--- src/design/bpr_pkg.sv ---
package bpr_pkg;

  // Field widths of the transaction payloads
  localparam int OP_W      = 3;
  localparam int USER_W    = 10;
  localparam int ITEM_W    = 12;
  localparam int COL_W     = 5;
  localparam int VAL_W     = 16;
  localparam int CFG_W     = 16;
  localparam int CFG_IDX_W = 2;

  // Default table sizes
  localparam int DEF_USERS   = 1024;
  localparam int DEF_ITEMS   = 4096;
  localparam int DEF_FACTORS = 32;

  // Register reset values
  localparam logic [CFG_W-1:0] LEARN_RATE_RST = 16'd655;
  localparam logic [CFG_W-1:0] USER_DECAY_RST = 16'd655;
  localparam logic [CFG_W-1:0] ITEM_DECAY_RST = 16'd655;

  typedef enum logic [CFG_IDX_W-1:0] {
    REG_LEARN_RATE = 2'd0,
    REG_USER_DECAY = 2'd1,
    REG_ITEM_DECAY = 2'd2
  } reg_idx_t;

  typedef enum logic [OP_W-1:0] {
    OP_LOAD_USER = 3'd0,
    OP_LOAD_ITEM = 3'd1,
    OP_READ_USER = 3'd2,
    OP_READ_ITEM = 3'd3,
    OP_TRAIN     = 3'd4
  } op_t;

  // Classified command, ranges already checked
  typedef enum logic [2:0] {
    CMD_NONE,
    CMD_LOAD_USER,
    CMD_LOAD_ITEM,
    CMD_READ_USER,
    CMD_READ_ITEM,
    CMD_TRAIN
  } cmd_kind_t;

  typedef struct packed {
    cmd_kind_t                kind;
    logic [USER_W-1:0]        user;
    logic [ITEM_W-1:0]        pos_item;
    logic [ITEM_W-1:0]        neg_item;
    logic [COL_W-1:0]         col;
    logic signed [VAL_W-1:0]  value;
  } cmd_t;

  typedef enum logic [3:0] {
    ST_IDLE,
    ST_EXEC,
    ST_RDWAIT,
    ST_LOADP,
    ST_DOT,
    ST_SCORE,
    ST_GAIN,
    ST_UUPD,
    ST_PUPD,
    ST_NUPD,
    ST_RESULT
  } state_t;

  // Clamp to the signed 16 bit range
  function automatic logic signed [15:0] sat16(input logic signed [47:0] v);
    logic signed [15:0] r;
    if (v > 48'sd32767) r = 16'sh7FFF;
    else if (v < -48'sd32768) r = 16'sh8000;
    else r = v[15:0];
    return r;
  endfunction

  // Piecewise linear 1/(1+exp(score)), Q0.16, capped at 65535
  function automatic logic [15:0] neg_sigmoid(input logic signed [15:0] score);
    logic signed [16:0] sx;
    logic [16:0] a;
    logic [17:0] s;
    logic [17:0] g;
    sx = 17'(score);
    a  = score[15] ? 17'(-sx) : 17'(sx);
    if (a >= 17'd20480) s = 18'd65536;
    else if (a >= 17'd9728) s = 18'(a >> 1) + 18'd55296;
    else if (a >= 17'd4096) s = 18'({a, 1'b0}) + 18'd40960;
    else s = 18'({a, 2'b00}) + 18'd32768;
    g = score[15] ? s : 18'd65536 - s;
    return (g > 18'd65535) ? 16'hFFFF : g[15:0];
  endfunction

endpackage

--- src/design/bpr_ifs.sv ---
interface bpr_in_if;
  logic                                  valid;
  logic                                  ready;
  logic [bpr_pkg::OP_W-1:0]              op;
  logic [bpr_pkg::USER_W-1:0]            user;
  logic [bpr_pkg::ITEM_W-1:0]            pos_item;
  logic [bpr_pkg::ITEM_W-1:0]            neg_item;
  logic [bpr_pkg::COL_W-1:0]             factor_index;
  logic signed [bpr_pkg::VAL_W-1:0]      entry_value;

  modport source (output valid, op, user, pos_item, neg_item, factor_index, entry_value,
                  input ready);
  modport sink   (input valid, op, user, pos_item, neg_item, factor_index, entry_value,
                  output ready);
endinterface


--- src/design/bpr_front.sv ---
module bpr_front #(
  parameter int USERS   = bpr_pkg::DEF_USERS,
  parameter int ITEMS   = bpr_pkg::DEF_ITEMS,
  parameter int FACTORS = bpr_pkg::DEF_FACTORS
) (
  input  logic          clk,
  input  logic          rst,
  bpr_in_if.sink        req,
  output logic          q_valid,
  input  logic          q_pop,
  output bpr_pkg::cmd_t q_cmd
);

  bpr_pkg::cmd_t cls;
  logic user_ok, pos_ok, neg_ok, col_ok;

  // Range checks and op decode
  always_comb begin
    user_ok = 32'(req.user) < USERS;
    pos_ok  = 32'(req.pos_item) < ITEMS;
    neg_ok  = 32'(req.neg_item) < ITEMS;
    col_ok  = 32'(req.factor_index) < FACTORS;
    cls.user     = req.user;
    cls.pos_item = req.pos_item;
    cls.neg_item = req.neg_item;
    cls.col      = req.factor_index;
    cls.value    = req.entry_value;
    cls.kind     = bpr_pkg::CMD_NONE;
    unique case (req.op)
      bpr_pkg::OP_LOAD_USER: if (user_ok && col_ok) cls.kind = bpr_pkg::CMD_LOAD_USER;
      bpr_pkg::OP_LOAD_ITEM: if (pos_ok && col_ok)  cls.kind = bpr_pkg::CMD_LOAD_ITEM;
      bpr_pkg::OP_READ_USER: if (user_ok && col_ok) cls.kind = bpr_pkg::CMD_READ_USER;
      bpr_pkg::OP_READ_ITEM: if (pos_ok && col_ok)  cls.kind = bpr_pkg::CMD_READ_ITEM;
      bpr_pkg::OP_TRAIN:
        if (user_ok && pos_ok && neg_ok) cls.kind = bpr_pkg::CMD_TRAIN;
      default: cls.kind = bpr_pkg::CMD_NONE;
    endcase
  end

  // Two entry queue towards the back end
  bpr_pkg::cmd_t slots [2];
  logic       wr_ptr, rd_ptr;
  logic [1:0] count;
  logic       push;

  assign req.ready = (count != 2'd2);
  assign push      = req.valid && req.ready;
  assign q_valid   = (count != 2'd0);
  assign q_cmd     = slots[rd_ptr];

  always_ff @(posedge clk) begin
    if (push) slots[wr_ptr] <= cls;
  end

  always_ff @(posedge clk) begin
    if (rst) begin
      wr_ptr <= 1'b0;
      rd_ptr <= 1'b0;
      count  <= 2'd0;
    end else begin
      if (push) wr_ptr <= ~wr_ptr;
      if (q_pop) rd_ptr <= ~rd_ptr;
      count <= 2'(count + 2'(push) - 2'(q_pop));
    end
  end

endmodule

--- src/flat_wrapper.sv ---
// flat-port wrapper written by rule: the top's interface ports become plain ports
module bpr_front_flat 
#(
  parameter int USERS   = bpr_pkg::DEF_USERS,
  parameter int ITEMS   = bpr_pkg::DEF_ITEMS,
  parameter int FACTORS = bpr_pkg::DEF_FACTORS
)
  (clk, rst, q_valid, q_pop, q_cmd, req_valid, req_op, req_user, req_pos_item, req_neg_item, req_factor_index, req_entry_value, req_ready);
  bpr_in_if req_i ();
  input  logic clk;
  input  logic rst;
  output logic q_valid;
  input  logic q_pop;
  output bpr_pkg::cmd_t q_cmd;
  input wire logic [$bits(req_i.valid)-1:0] req_valid;
  input wire logic [$bits(req_i.op)-1:0] req_op;
  input wire logic [$bits(req_i.user)-1:0] req_user;
  input wire logic [$bits(req_i.pos_item)-1:0] req_pos_item;
  input wire logic [$bits(req_i.neg_item)-1:0] req_neg_item;
  input wire logic [$bits(req_i.factor_index)-1:0] req_factor_index;
  input wire logic [$bits(req_i.entry_value)-1:0] req_entry_value;
  output wire logic [$bits(req_i.ready)-1:0] req_ready;
  assign req_i.valid = req_valid;
  assign req_i.op = req_op;
  assign req_i.user = req_user;
  assign req_i.pos_item = req_pos_item;
  assign req_i.neg_item = req_neg_item;
  assign req_i.factor_index = req_factor_index;
  assign req_i.entry_value = req_entry_value;
  assign req_ready = req_i.ready;
  bpr_front #(.USERS(USERS), .ITEMS(ITEMS), .FACTORS(FACTORS)) u_core (.clk(clk), .rst(rst), .req(req_i), .q_valid(q_valid), .q_pop(q_pop), .q_cmd(q_cmd));
endmodule
--- config.mk ---
export PLATFORM = sky130hd
export DESIGN_NAME = bpr_front_flat
export DESIGN_NICKNAME = d
export VERILOG_FILES = /design/src/design/bpr_pkg.sv /design/src/design/bpr_ifs.sv /design/src/design/bpr_front.sv /design/src/flat_wrapper.sv
export SDC_FILE = /design/constraint.sdc
export NUM_CORES = 1
export LEC_CHECK = 0
export ABC_AREA = 1
export BUFFER_PORTS_ARGS = -buffer_cell sky130_fd_sc_hd__buf_4
export CORE_MARGIN = 2
export CORE_UTILIZATION = 55
export CTS_BUF_LIST = sky130_fd_sc_hd__clkbuf_4 sky130_fd_sc_hd__clkbuf_8
export DETAILED_ROUTE_END_ITERATION = 8
export HOLD_SLACK_MARGIN = 0.08
export PLACE_DENSITY = 0.83
export RECOVER_POWER = 25
export SYNTH_ARGS = -nofsm -noshare
export SYNTH_HDL_FRONTEND = slang
export SYNTH_SLANG_ARGS = --single-unit
--- constraint.sdc ---
create_clock -name clk -period 8 [get_ports clk]
set_input_delay 1.6 -clock clk [delete_from_list [all_inputs] [get_ports clk]]
set_output_delay 1.6 -clock clk [all_outputs]
set_load 0.005 [all_outputs]
==> impl_metrics.csv, run 1 <==
group,metric,value,unit
route,drt_first_pass_iters,4,
route,antenna_left,0,
die,fp.dieArea,8960,um2
route,vias_per_cell,5.08,
placement,dpl-instance-area,5540,um2
clock_tree,post_cts_resize_count,0,
clock_tree,number_of_buffers_added_by_the_clock_tree_synthesis_step,17,
finish,fin_util,73.0,%
clock_tree,tritoncts,"built",
global_route,largest_net_degree_at_the_start_of_global_routing,59,
critical_path,timing.rr.start,"u_core.count[0]",
job,maxCapViolations,0,
min_path,worst_hold_path_type,"reg -> reg",
critical_path,r2r_cells,5,
critical_path,worst_setup_path_end_kind,"output port",
global_route,antenna_violations_before_repair,0,
pwr,power_density,257,nW/um2
timing,final_hold_viol_count,0,
die,initial_cell_density_of_the_core,55.9,%
timing,timing.final.max_slew_violations,0,
critical_path,crit_path_required_time,6.40,ns
die,pin_count,122,
critical_path,critPathLaunchType,"flop",
logic_synthesis,post_synth_inst_count,219,
clock_tree,ctsHoldBuffers,0,
die,die_w,94.7,um
outcome,run_status,"finished, final reports clean",
finish,layout.nets,419,
finish,drive_above_1_share,57.1,%
timing,rsz0062_at_grt,"false",
timing,fin_setup_tns,0,ns
critical_path,r2r-end,"u_core.slots[0][8]",
timing,clock-skew-final,0.00779,ns
clock_tree,clock_latency_at_the_later_pin_of_the_worst_skew_pair,0.42,ns
logic_synthesis,synth_commonest_cells,"edfxtp_1 (116), mux2_2 (38), mux2_4 (20), nand2_1 (9), inv_1 (8)",
logic_synthesis,synth_top_area_share,77.0,%
pwr,leakagePower,2.26,nW
min_path,holdCritStartpoint,"u_core.rd_ptr",
logic_synthesis,ys_warn_count,0,
logic_synthesis,synth-edff-count,116,
route,drt-initial-drc-count,136,
route,drt_drc_violations_left,0,
min_path,hold-path-endpoint,"u_core.rd_ptr",
finish,area_growth_syn_to_layout,30.7,%
critical_path,setup.worst_path.class,"reg -> out",
critical_path,cp_max_fo,58,
clock_tree,clock_slew_at_reported_path_ffs,0.07,ns
logic_synthesis,synth_top_cell_by_area,"edfxtp_1",
timing,fmax,281,MHz
timing,max_slew.worst_pin.slew,0.896,ns
die,floorplan.rows,33,
placement,place_hpwl,5.19,mm
clock_tree,cts_num_sinks,121,
min_path,cell_depth_of_the_worst_hold_path,2,
finish,total_of_fill_cells_in_the_finished_design,516,
logic_synthesis,synth_async_sr_flop_share,0,%
logic_synthesis,netlist-cell-type-count,15,
global_route,grt_overflow,0,
pwr,max-vdd-ir-drop,190,uV
critical_path,cp_data_arrival_time,1.95,ns
critical_path,timing.reg2reg.setup_slack,5.84,ns
logic_synthesis,fraction_of_the_yosys_area_taken_by_sequential_cells,79.2,%
die,core_area,8090,um2
route,route.detailed.wl_per_inst,16.3,um
clock_tree,cts-htree-levels,4,
finish,post_route_cell_area,5910,um2
route,vias,2401,
pwr,totalPowerFinal,0.00152,W
logic_synthesis,postSynthRegisterBits,121,
placement,placer_s_final_routability_congestion_estimate,0.682,
clock_tree,post-cts-setup-buffers,0,
timing,post-route-period-util,44.4,%
logic_synthesis,synth_flop_cell,"edfxtp_1",
timing,final-setup-viol-count,0,
finish,antenna-diode-count,0,
clock_tree,clockBufferDepth,2,
clock_tree,library_cell_used_as_clock_root_buffer,"clkbuf_8",
timing,final_period_minus_worst_setup_slack,3.55,ns
logic_synthesis,post-synth-top-count-cell,"edfxtp_1",
logic_synthesis,synth.avg_cell_area,20.6,um2
timing,timing.max_slew.rel_slack,40.3,%
global_route,global_route.usage.total,18.5,%
logic_synthesis,post_synthesis_net_count,283,
die,die-height,94.7,um
route,detailed_route_wl,7.73,mm
global_route,first_global_vias,2460,
logic_synthesis,synthesis.area,4520,um2
placement,io_buffers,121,
global_route,wire_length_of_the_first_global_routing_pass,11.8,mm
logic_synthesis,synth_area_leaders,"edfxtp_1 (77%), mux2_2 (9.5%), mux2_4 (6.6%)",
cell usage in the layout, fill, tap and decap left out, drive strengths merged:
cell type	instances
nand2	9
nor2	7
edfxtp	116
a21oi	3
ha	2
xnor2	1
o21ai	1
nor3b	1
clkinvlp	6
clkinv	6
clkbuf	55
buf	85
dfxtp	5
bufinv	2
nand3	2
mux2	58
inv	9
cell families (layout without fill, tap and decap cells):
| group | Yosys count | in the layout | share of synthesized area (%) |
|---|---|---|---|
| AOI/OAI and AO/OA | 4 | 4 | 0.443 |
| xor gates and xnor gates | 1 | 1 | 0.194 |
| adders and majority gates | 2 | 2 | 0.553 |
| buffers and inverters | 14 | 163 | 1.74 |
| DFF | 121 | 121 | 79.2 |
| muxes | 58 | 58 | 16.1 |
| and+or+nand+nor | 19 | 19 | 1.72 |
per-stage QoR:
stage / hold slack (ns) / setup slack [ns] / cells
3_5_place_dp: 0.510 / 4.63 / 441
2_1_floorplan: 0.475 / 3.43 / 219
4_1_cts: 0.526 / 4.41 / 473
5_1_grt: 0.569 / 4.35 / 473
6_report: 0.530 / 4.45 / 473
3_3_place_gp: 0.495 / 4.71 / 441
power breakdown:
group | leakage (nW) | switching, W | internal, W
Combinational | 0.964 | 0.0000897 | 0.000125
Clock | 0.178 | 0.000236 | 0.000276
Sequential | 1.12 | 0.0000273 | 0.000766
area by class of cell:
class	instances	area, um2	share of cell area (%)
Clock buffer	17	234	3.96
Clock inverter	15	154	2.60
Inverter	8	30.0	0.508
Multi-Input combinational cell	84	867	14.7
Sequential cell	121	3590	60.7
Tap cell	105	131	2.22
Timing Repair Buffer	123	905	15.3
sequential cells by signal, summed over array words and instances, names as in the netlist, named ones only:
signal,flops
u_core.count,2
u_core.rd_ptr,1
u_core.slots,116
u_core.wr_ptr,1
worst max-delay path, stage by stage (launching register included):
cell,delay [ns]
dfxtp_4,0.95
mux2_2,0.43
buf_4,0.14
per-layer routing:
layer	routed length, um	global-route usage, %	share of wire (%)
met1	3070	21.9	40
met2	3900	30.0	51
met3	631	7.18	8.2
met4	121	8.33	1.6
met5	0	0	0
worst max-delay path by stage:
stage	startpoint	end	slack, ns	cells after the start
after detailed placement	req_valid	u_core.slots[0][16]	4.63	4
after floorplan	req_valid	u_core.slots[0][0]	3.43	2
after global placement	req_valid	u_core.slots[0][16]	4.71	4
after CTS	flop	q_cmd[35]	4.41	2
final	flop	q_cmd[4]	4.45	2
after global routing	flop	q_cmd[27]	4.35	2
(Power assumes the default switching activity.)
==> run 2: changes to the inputs <==
- CORE_UTILIZATION: 55 -> 54
- PLACE_DENSITY: 0.83 -> 0.82
- clock period: 8 -> 3.5 ns (I/O delays scaled with it)
==> impl_metrics.csv, run 2 (same netlist as run 1, synthesis figures left out) <==
group,metric,value,unit
outcome,run_status,"finished, final reports clean",
global_route,grt_overflow,0,
critical_path,path_cells,"mux2_2 -> buf_4",
clock_tree,post-cts-setup-buffers,0,
route,drt-initial-drc-count,95,
critical_path,cp_num_cells,2,
route,antenna_left,0,
die,fp.dieArea,9120,um2
critical_path,cp_max_fo,58,
pwr,totalPowerFinal,0.00377,W
pwr,leakagePower,2.32,nW
die,pin_count,122,
critical_path,setup.worst_path.class,"reg -> out",
timing,post-route-period-util,74.6,%
die,floorplan.rows,33,
clock_tree,clock_latency_at_the_later_pin_of_the_worst_skew_pair,0.40,ns
finish,number_of_flip_flops_under_the_largest_register_name,116,
timing,final-setup-viol-count,0,
timing,hold_ws,0.480,ns
route,detailed_route_wl,7.74,mm
critical_path,r2r_cells,5,
finish,drive_above_1_share,56.1,%
timing,max_slew.worst_pin.slew,0.872,ns
critical_path,crit_path_required_time,2.80,ns
critical_path,worstPathBufferInverterCount,1,
placement,place_hpwl,5.05,mm
placement,placer_s_final_routability_congestion_estimate,0.727,
timing,final_hold_viol_count,0,
route,drt_drc_violations_left,0,
clock_tree,library_cell_used_as_clock_root_buffer,"clkbuf_8",
min_path,cell_depth_of_the_worst_hold_path,2,
critical_path,worst_setup_path_end_kind,"output port",
placement,dpl_worst_slack,1.29,ns
critical_path,critPathLaunchType,"flop",
finish,layout.nets,420,
timing,fmax,383,MHz
timing,final_period_minus_worst_setup_slack,2.61,ns
min_path,holdCritStartpoint,"rst",
placement,io_buffers,121,
die,initial_cell_density_of_the_core,55.3,%
die,die-height,95.5,um
clock_tree,clockBufferDepth,2,
finish,layout_top_registers,"u_core.slots x116, u_core.count x2",
route,vias_per_cell,5.08,
critical_path,timing.rr.start,"u_core.count[0]",
finish,area_growth_syn_to_layout,32.9,%
pwr,max-vdd-ir-drop,483,uV
clock_tree,cts_num_sinks,121,
global_route,antenna_violations_before_repair,1,
min_path,worst_hold_path_type,"in -> reg",
timing,rsz0062_at_grt,"false",
clock_tree,tritoncts,"built",
global_route,global_route.usage.total,18.0,%
global_route,first_global_vias,2543,
critical_path,critPathSlowestCell,"dfxtp_4",
finish,mostFrequentLayoutCells,"edfxtp_1 (116), buf_4 (83), mux2_2 (38), clkbuf_4 (32), mux2_4 (20)",
clock_tree,ctsHoldBuffers,0,
finish,layout_commonest_cell,"edfxtp_1",
global_route,wire_length_of_the_first_global_routing_pass,11.9,mm
job,maxCapViolations,0,
timing,layout_setup_ws,0.888,ns
critical_path,critical-path-top-delay-family,"flip-flops",
global_route,largest_net_degree_at_the_start_of_global_routing,59,
clock_tree,number_of_buffers_added_by_the_clock_tree_synthesis_step,17,
finish,antenna-diode-count,0,
critical_path,slowest_delay,0.92,ns
route,vias,2408,
timing,timing.max_slew.rel_slack,41.8,%
timing,clock-skew-final,0.0108,ns
clock_tree,cts-htree-levels,4,
timing,timing.final.max_slew_violations,0,
timing,fin_setup_tns,0,ns
clock_tree,clock_slew_at_reported_path_ffs,0.06,ns
critical_path,cp_data_arrival_time,1.91,ns
route,route.detailed.wl_per_inst,16.3,um
route,drt_first_pass_iters,5,
pwr,power_density,627,nW/um2
die,core_area,8180,um2
finish,most_flops_register,"u_core.slots",
clock_tree,post_cts_resize_count,0,
die,die_w,95.5,um
-- run 2: cell count changes in the layout (fill, tap and decap cells not counted), sizes merged --
cell | before | now
clkinvlp | 6 | 2
clkbuf | 55 | 57
bufinv | 2 | 6
buf | 85 | 84
inv | 9 | 11
clkinv | 6 | 4
-- run 2: final cells by class --
type                            instances  area (um2)
Sequential cell                       121        3590
Fill cell                             522        2170
Timing Repair Buffer                  124         913
Multi-Input combinational cell         84         867
Clock inverter                         15         246
Clock buffer                           17         234
Tap cell                              105         131
Inverter                                8        30.0
-- run 2: worst paths after layout --
check / to / slack [ns]
setup / recovery: q_cmd[24] / 0.89
hold / removal: flop / 0.48
setup reg to reg: u_core.slots[1][27] / 1.76
hold reg to reg: u_core.rd_ptr / 0.53
-- run 2: per-layer routing --
metal	up-vias	share of wire, %	global-route usage [%]
met5	-	0	0
met4	0	0.70	6.31
met2	97	53	30.3
met3	8	7.7	7.83
li1	1122	-	-
met1	1181	39	20.5
-- run 2: per-stage QoR --
stage	cell area, um2	instances	util (%)
after floorplan	4520	219	-
after global placement	5560	442	68.0
after detailed placement	5560	442	68.0
after CTS	6040	474	73.9
after global routing	6010	474	73.5
final	6010	474	73.5
-- run 2: worst register-to-register path, delay by kind of cell, from the launching register on --
family,cells,cell delay [ns]
DFF,1,0.30
buffers and inverters,3,0.87
and+or+nand+nor,2,0.26
-- run 2: where the power goes --
group,internal (W),switching [W]
Clock,0.000924,0.000541
Combinational,0.000290,0.000206
Sequential,0.00175,0.0000610
